## config.mk

```make
export PLATFORM = sky130hd
export DESIGN_NAME = periodic_task_tick_dispatcher_unit
export DESIGN_NICKNAME = d
export VERILOG_FILES = /design/src/hdl/ptd_pkg.sv /design/src/hdl/ptd_front.sv /design/src/hdl/ptd_back.sv /design/src/hdl/periodic_task_tick_dispatcher_unit.sv
export SDC_FILE = /design/constraint.sdc
export NUM_CORES = 1
export LEC_CHECK = 0
export BUFFER_PORTS_ARGS = -buffer_cell sky130_fd_sc_hd__buf_2
export CAP_MARGIN = 10
export CELL_PAD_IN_SITES_DETAIL_PLACEMENT = 2
export CELL_PAD_IN_SITES_GLOBAL_PLACEMENT = 2
export CORE_ASPECT_RATIO = 1.1
export CORE_MARGIN = 4
export CORE_UTILIZATION = 37
export DETAILED_ROUTE_END_ITERATION = 10
export GPL_TIMING_DRIVEN = 0
export PLACE_DENSITY = 0.87
export SYNTH_ARGS = -nofsm -noshare
export SYNTH_HDL_FRONTEND = slang
export SYNTH_SLANG_ARGS = --single-unit
```

## constraint.sdc

```tcl
create_clock -name clk -period 4 [get_ports clk]
set_clock_uncertainty 0.15 [all_clocks]
set_input_delay 0.8 -clock clk [delete_from_list [all_inputs] [get_ports clk]]
set_output_delay 0.8 -clock clk [all_outputs]
set_load 0.005 [all_outputs]
```

## src/hdl/ptd_pkg.sv

```systemverilog
// Shared constants for the periodic task tick dispatcher.
package ptd_pkg;

  // Slot storage and the number of slots that are actually visited
  localparam int SLOT_MAX   = 4;
  localparam int TASK_COUNT = 4;
  localparam int SLOT_W     = 2;

  // Countdown and register widths
  localparam int CNT_W      = 16;
  localparam int CFG_IDX_W  = 3;

  // Register map: periods first, then first delays
  localparam logic [CFG_IDX_W-1:0] REG_PERIOD0 = 3'd0;
  localparam logic [CFG_IDX_W-1:0] REG_DELAY0  = 3'd4;

  // Tick queue between front and back
  localparam int QUEUE_DEPTH = 2;
  localparam int QCNT_W      = 2;

  // Stream widths
  localparam int IN_DATA_W  = 8;
  localparam int OUT_DATA_W = 8;

endpackage

```

## src/hdl/ptd_front.sv

```systemverilog
// Front end: accepts input transfers, drops idle ticks, queues real ticks.
module ptd_front (
  input  logic                          clk,
  input  logic                          rst_n,
  input  logic                          in_tvalid,
  output logic                          in_tready,
  input  logic [ptd_pkg::IN_DATA_W-1:0] in_tdata,   // [0] tick, rest zero
  output logic                          q_valid,
  input  logic                          q_pop
);

  logic [ptd_pkg::QCNT_W-1:0] count_r;
  logic [ptd_pkg::QCNT_W-1:0] count_nxt;
  logic                       push;

  // Only a tick of one does any work; a zero tick is taken and dropped
  assign in_tready = (count_r != ptd_pkg::QCNT_W'(ptd_pkg::QUEUE_DEPTH));
  assign push      = in_tvalid & in_tready & in_tdata[0];
  assign q_valid   = (count_r != '0);

  // Pending tick count
  always_comb begin
    count_nxt = count_r;
    if (push && !q_pop) begin
      count_nxt = count_r + 1'b1;
    end else if (!push && q_pop) begin
      count_nxt = count_r - 1'b1;
    end
  end

  always_ff @(posedge clk) begin
    if (!rst_n) begin
      count_r <= '0;
    end else begin
      count_r <= count_nxt;
    end
  end

endmodule

```

## src/hdl/ptd_back.sv

```systemverilog
// Back end: task registers, countdowns and in-order dispatch output.
module ptd_back (
  input  logic                           clk,
  input  logic                           rst_n,
  input  logic                           cfg_we,
  input  logic [ptd_pkg::CFG_IDX_W-1:0]  cfg_index,
  input  logic [ptd_pkg::CNT_W-1:0]      cfg_wdata,
  input  logic                           q_valid,
  output logic                           q_pop,
  output logic                           out_tvalid,
  input  logic                           out_tready,
  output logic [ptd_pkg::OUT_DATA_W-1:0] out_tdata,  // [1:0] task_index, rest zero
  output logic                           out_tlast   // last_of_tick
);

  logic [ptd_pkg::CNT_W-1:0]      period_r    [ptd_pkg::SLOT_MAX];
  logic [ptd_pkg::CNT_W-1:0]      countdown_r [ptd_pkg::SLOT_MAX];
  logic [ptd_pkg::TASK_COUNT-1:0] mask_r;
  logic [ptd_pkg::TASK_COUNT-1:0] mask_nxt;
  logic [ptd_pkg::TASK_COUNT-1:0] due;
  logic [ptd_pkg::TASK_COUNT-1:0] rest;
  logic [ptd_pkg::SLOT_W-1:0]     sel;
  logic [ptd_pkg::SLOT_W-1:0]     cfg_slot;
  logic                           out_valid_r;
  logic [ptd_pkg::SLOT_W-1:0]     out_index_r;
  logic                           out_last_r;
  logic                           out_load;
  logic                           wr_period;
  logic                           wr_delay;

  // Register decode: periods sit below the delay block
  assign cfg_slot  = cfg_index[ptd_pkg::SLOT_W-1:0];
  assign wr_delay  = cfg_we && (cfg_index >= ptd_pkg::REG_DELAY0);
  assign wr_period = cfg_we && (cfg_index < ptd_pkg::REG_DELAY0);

  // Start a new tick once the previous one has been fully handed out
  assign q_pop = q_valid && (mask_r == '0);

  // Due slots for the tick being started
  always_comb begin
    for (int i = 0; i < ptd_pkg::TASK_COUNT; i++) begin
      due[i] = (period_r[i] != '0) && (countdown_r[i] == '0);
    end
  end

  // Lowest pending slot wins (slot 0 highest priority)
  always_comb begin
    sel = '0;
    for (int i = ptd_pkg::TASK_COUNT - 1; i >= 0; i--) begin
      if (mask_r[i]) begin
        sel = ptd_pkg::SLOT_W'(i);
      end
    end
    rest = mask_r;
    rest[sel] = 1'b0;
  end

  assign out_load = (mask_r != '0) && (!out_valid_r || out_tready);

  always_comb begin
    mask_nxt = mask_r;
    if (q_pop) begin
      mask_nxt = due;
    end else if (out_load) begin
      mask_nxt = rest;
    end
  end

  // Control state
  always_ff @(posedge clk) begin
    if (!rst_n) begin
      mask_r      <= '0;
      out_valid_r <= 1'b0;
    end else begin
      mask_r <= mask_nxt;
      if (out_load) begin
        out_valid_r <= 1'b1;
      end else if (out_tready) begin
        out_valid_r <= 1'b0;
      end
    end
  end

  // Output payload
  always_ff @(posedge clk) begin
    if (out_load) begin
      out_index_r <= sel;
      out_last_r  <= (rest == '0);
    end
  end

  // Task registers and countdowns: config loads, tick reloads or decrements
  always_ff @(posedge clk) begin
    if (!rst_n) begin
      for (int i = 0; i < ptd_pkg::SLOT_MAX; i++) begin
        period_r[i]    <= '0;
        countdown_r[i] <= '0;
      end
    end else begin
      if (wr_period) begin
        period_r[cfg_slot] <= cfg_wdata;
      end
      if (wr_delay) begin
        countdown_r[cfg_slot] <= cfg_wdata;
      end else if (q_pop) begin
        for (int i = 0; i < ptd_pkg::TASK_COUNT; i++) begin
          if (period_r[i] != '0) begin
            if (countdown_r[i] == '0) begin
              countdown_r[i] <= period_r[i] - 1'b1;
            end else begin
              countdown_r[i] <= countdown_r[i] - 1'b1;
            end
          end
        end
      end
    end
  end

  assign out_tvalid = out_valid_r;
  assign out_tdata  = {(ptd_pkg::OUT_DATA_W - ptd_pkg::SLOT_W)'(0), out_index_r};
  assign out_tlast  = out_last_r;

endmodule

```

## src/hdl/periodic_task_tick_dispatcher_unit.sv

```systemverilog
// Top level of the periodic task tick dispatcher.
// First dispatch of a tick: the queue count, then the pending-slot mask, then the output register.
// A tick holds the dispatch stage for its pop from the queue and one output load per due slot;
// the two-entry tick queue keeps the input open while dispatches drain, until it is full.
// Reset (rst_n low, synchronous): periods and countdowns clear, queue and output empty.
module periodic_task_tick_dispatcher_unit (
  input  logic                           clk,
  input  logic                           rst_n,
  input  logic                           cfg_we,
  input  logic [ptd_pkg::CFG_IDX_W-1:0]  cfg_index,
  input  logic [ptd_pkg::CNT_W-1:0]      cfg_wdata,
  input  logic                           in_tvalid,
  output logic                           in_tready,
  input  logic [ptd_pkg::IN_DATA_W-1:0]  in_tdata,   // [0] tick, rest zero
  output logic                           out_tvalid,
  input  logic                           out_tready,
  output logic [ptd_pkg::OUT_DATA_W-1:0] out_tdata,  // [1:0] task_index, rest zero
  output logic                           out_tlast   // last_of_tick
);

  logic q_valid;
  logic q_pop;

  // Tick intake and queue
  ptd_front u_front (
    .clk       (clk),
    .rst_n     (rst_n),
    .in_tvalid (in_tvalid),
    .in_tready (in_tready),
    .in_tdata  (in_tdata),
    .q_valid   (q_valid),
    .q_pop     (q_pop)
  );

  // Countdown update and dispatch
  ptd_back u_back (
    .clk        (clk),
    .rst_n      (rst_n),
    .cfg_we     (cfg_we),
    .cfg_index  (cfg_index),
    .cfg_wdata  (cfg_wdata),
    .q_valid    (q_valid),
    .q_pop      (q_pop),
    .out_tvalid (out_tvalid),
    .out_tready (out_tready),
    .out_tdata  (out_tdata),
    .out_tlast  (out_tlast)
  );

endmodule

```

==> run_results.csv <==
group,metric,value,unit
worst_setup_path,crit_chain,"or4_4, or4b_4, o41ai_4, nor2_4, mux2i_1, ha_2, nand3_2, or3_4, nor4_4, o211ai_1, xor2_1, a22o_1",
clock_network,clock_path_buffers,2,
hold_path,min_path_type,"reg -> reg",
clock_network,h-tree-depth,4,
cells_and_area,layout-drive-gt1-share,18.02,%
detailed_routing,drtAntennaViolNets,0,
sta,drv_slew,0,
clock_network,clock-sinks,138,
sta,hold-worst-slack,0.3732,ns
placed_design,placed_cell_area,8747,µm²
detailed_routing,post_drt_via_cell_ratio,6.253,
grt,grt_use_total,27.00,%
yosys,synthFlopType,"edfxtp_1",
yosys,synth_top_area_cell,"edfxtp_1",
run,cap_violations,0,
detailed_routing,finalWirelength,34130,µm
die,dieArea,24510,µm²
sta,clock.fmax,0.2375,GHz
detailed_routing,drcViolationCount,0,
yosys,yosysMostFrequentCell,"edfxtp_1",
clock_network,cts_root_buffer,"clkbuf_16",
yosys,yosysSeqAreaShare,49.90,%
yosys,async_reset_ff_share,0,%
yosys,synth_top_area_share,48.18,%
worst_setup_path,path_max_fanout,3,
yosys,syn_area_per_cell,10.21,µm²
worst_setup_path,cp.required,4.05,ns
status,violations,"setup timing",
cells_and_area,final_area,9879,µm²
placed_design,gp_routability_congestion,0.8633,
yosys,yosysWarningCount,0,
yosys,synth.top_cells.by_count,"edfxtp_1 (131), nand2_1 (83), and2_1 (63), o21ai_0 (59), nor2_1 (52)",
cells_and_area,area_delta_synth_final,21.01,%
placed_design,pre_cts_ws,-1.221,ns
worst_setup_path,endpoint_kind,"flip-flop",
detailed_routing,first_pass_iters,5,
placed_design,portBuffers,29,
die,row_count,56,
grt,grt_pass1_vias,7872,
sta,hold_violations,0,
sta,period_share,105.3,%
yosys,synth_area,8164,µm²
detailed_routing,drt-wirelength-per-cell,28.68,µm
placed_design,post-place-cells,1128,
clock_network,clk_latency,0.45,ns
sta,fin_tns_setup,-0.4032,ns
die,coreArea,21510,µm²
detailed_routing,drt_iter0_drc,653,
cells_and_area,nets,925,
die,start_util,37.95,%
grt,grt_pass1_wl,49380,µm
die,pin_count,43,
die,die-width,149.6,µm
worst_setup_path,start_kind,"flip-flop",
yosys,synth_area_leaders,"edfxtp_1 (48%), and2_1 (4.8%), nand2_1 (3.8%), o21ai_0 (3.6%), xor2_1 (3.4%)",
sta,setup_viol,3,
worst_setup_path,timing.critical_path.buf_inv,0,
detailed_routing,via_count,7441,
clock_network,cts_tree,"built",
clock_network,path_clk_slew,0.07,ns
worst_setup_path,arrival,4.26,ns
placed_design,dpl.hpwl,20230,µm
status,outcome,"finished with violations",
yosys,synth_edf_count,131,
grt,grt_max_degree,17,
yosys,syn-instance-count,800,
die,die_h,163.8,µm
sta,finalWorstSetupSlack,-0.2106,ns
sta,slew_headroom,28.01,%
power,p_leak,3.426,nW
yosys,ys_types,61,
clock_network,cts-buffers-inserted,17,
power,peakVddDrop,0.2818,mV
power,p_per_area,530.2,nW/µm²
worst_setup_path,crit_type,"reg -> reg",
clock_network,cts_hold_buffers,0,
sta,rsz0062_at_grt,"true",
yosys,ys_ff_latch,138,
worst_setup_path,slowest_delay,0.58,ns
sta,tightest_slew,1.073,ns
sta,finalWorstPathRequiredPeriod,4.211,ns
worst_setup_path,worst_path_max_delay_cell,"or4_4",
grt,antenna_found_initial,2,
worst_setup_path,path_delay_family,"simple AND/OR/NAND/NOR gates",
grt,grt_overflow,0,
cells_and_area,stdcell_count,1190,
## per-stage QoR
| stage | util [%] | total power, mW |
|---|---|---|
| 2_1_floorplan | - | 2.766 |
| 3_5_place_dp | 40.66 | 3.184 |
| 4_1_cts | 45.01 | 5.113 |
| 6_report | 45.93 | 5.238 |
| 3_3_place_gp | 40.47 | 3.099 |
| 5_1_grt | 45.92 | 5.404 |
## layer usage
metal,wire length (µm),track usage (%)
met4,1396,11.90
met3,1610,4.332
met5,20,0
met1,13710,32.89
met2,17390,47.14
## final cells by class
class | count | area [µm²]
antenna | 1 | 2.502
buffer | 31 | 147.6
clock buffer | 17 | 425.4
clock inverter | 15 | 237.7
fill | 2260 | 11630
inverter | 9 | 33.78
multi-input combinational | 625 | 4179
sequential | 138 | 4078
tap | 290 | 362.8
timing repair buffer | 64 | 412.9
## power by group
group	switching, mW	internal, mW
Combinational	0.820	0.471
Clock	0.739	1.12
Sequential	0.239	1.85
Total	1.80	3.44
## cells by family (layout without fill, tap and decap cells)
family / count (synthesis) / in the layout / share of synthesized area [%]
other: 1 / 7 / 0.04593
multiplexers: 20 / 20 / 2.636
buffers and inverters: 42 / 136 / 2.253
adder cells (fa/ha/maj): 7 / 7 / 1.073
flip-flops: 138 / 138 / 49.90
AO/OA/AOI/OAI: 189 / 189 / 15.56
AND/OR/NAND/NOR: 340 / 340 / 21.78
XOR/XNOR: 63 / 63 / 6.759
## repair_timing
action                     in CTS  in global routing
resized for setup              32                 24
pin swaps                      10                 16
setup endpoints to repair      18                 18
buffers inserted               15                 15
## worst paths after layout
kind	start	end	slack, ns	depth (start not counted)
worst max-delay path	u_back.period_r[1][5]	u_back.countdown_r[1][12]	-0.21	12
worst min-delay path	u_front.count_r[1]	u_front.count_r[1]	0.37	2
worst max register to register	u_back.period_r[1][5]	u_back.countdown_r[1][12]	-0.21	12
worst min register to register	u_front.count_r[1]	u_front.count_r[1]	0.37	2
## cells in the final DEF, fill, tap and decap left out, drive strengths merged, types with 10 or more instances in the layout
cell type    n
o31ai       10
nor2        53
nand2       83
or3         31
inv         14
nor3        34
edfxtp     131
xor2        32
and2        63
mux2i       17
xnor2       31
a32o        11
nor4        26
buf         73
o21ai       59
a22o        22
nand3       13
clkbuf      39
a21oi       41
## tightest hold or removal path, cell delays in order, from the launching register on
cell and delay, ns:
dfxtp_1 0.33, o21ai_0 0.08, a21oi_1 0.07
## sequential cells by signal (all words and copies together) (netlist names)
register            flops
u_back.countdown_r     64
u_back.out_tlast        1
u_back.mask_r           4
u_back.period_r        64
u_back.out_tvalid       1
u_front.count_r         2
u_back.out_index_r      2
Note: power is estimated with default switching activity, not from simulation.
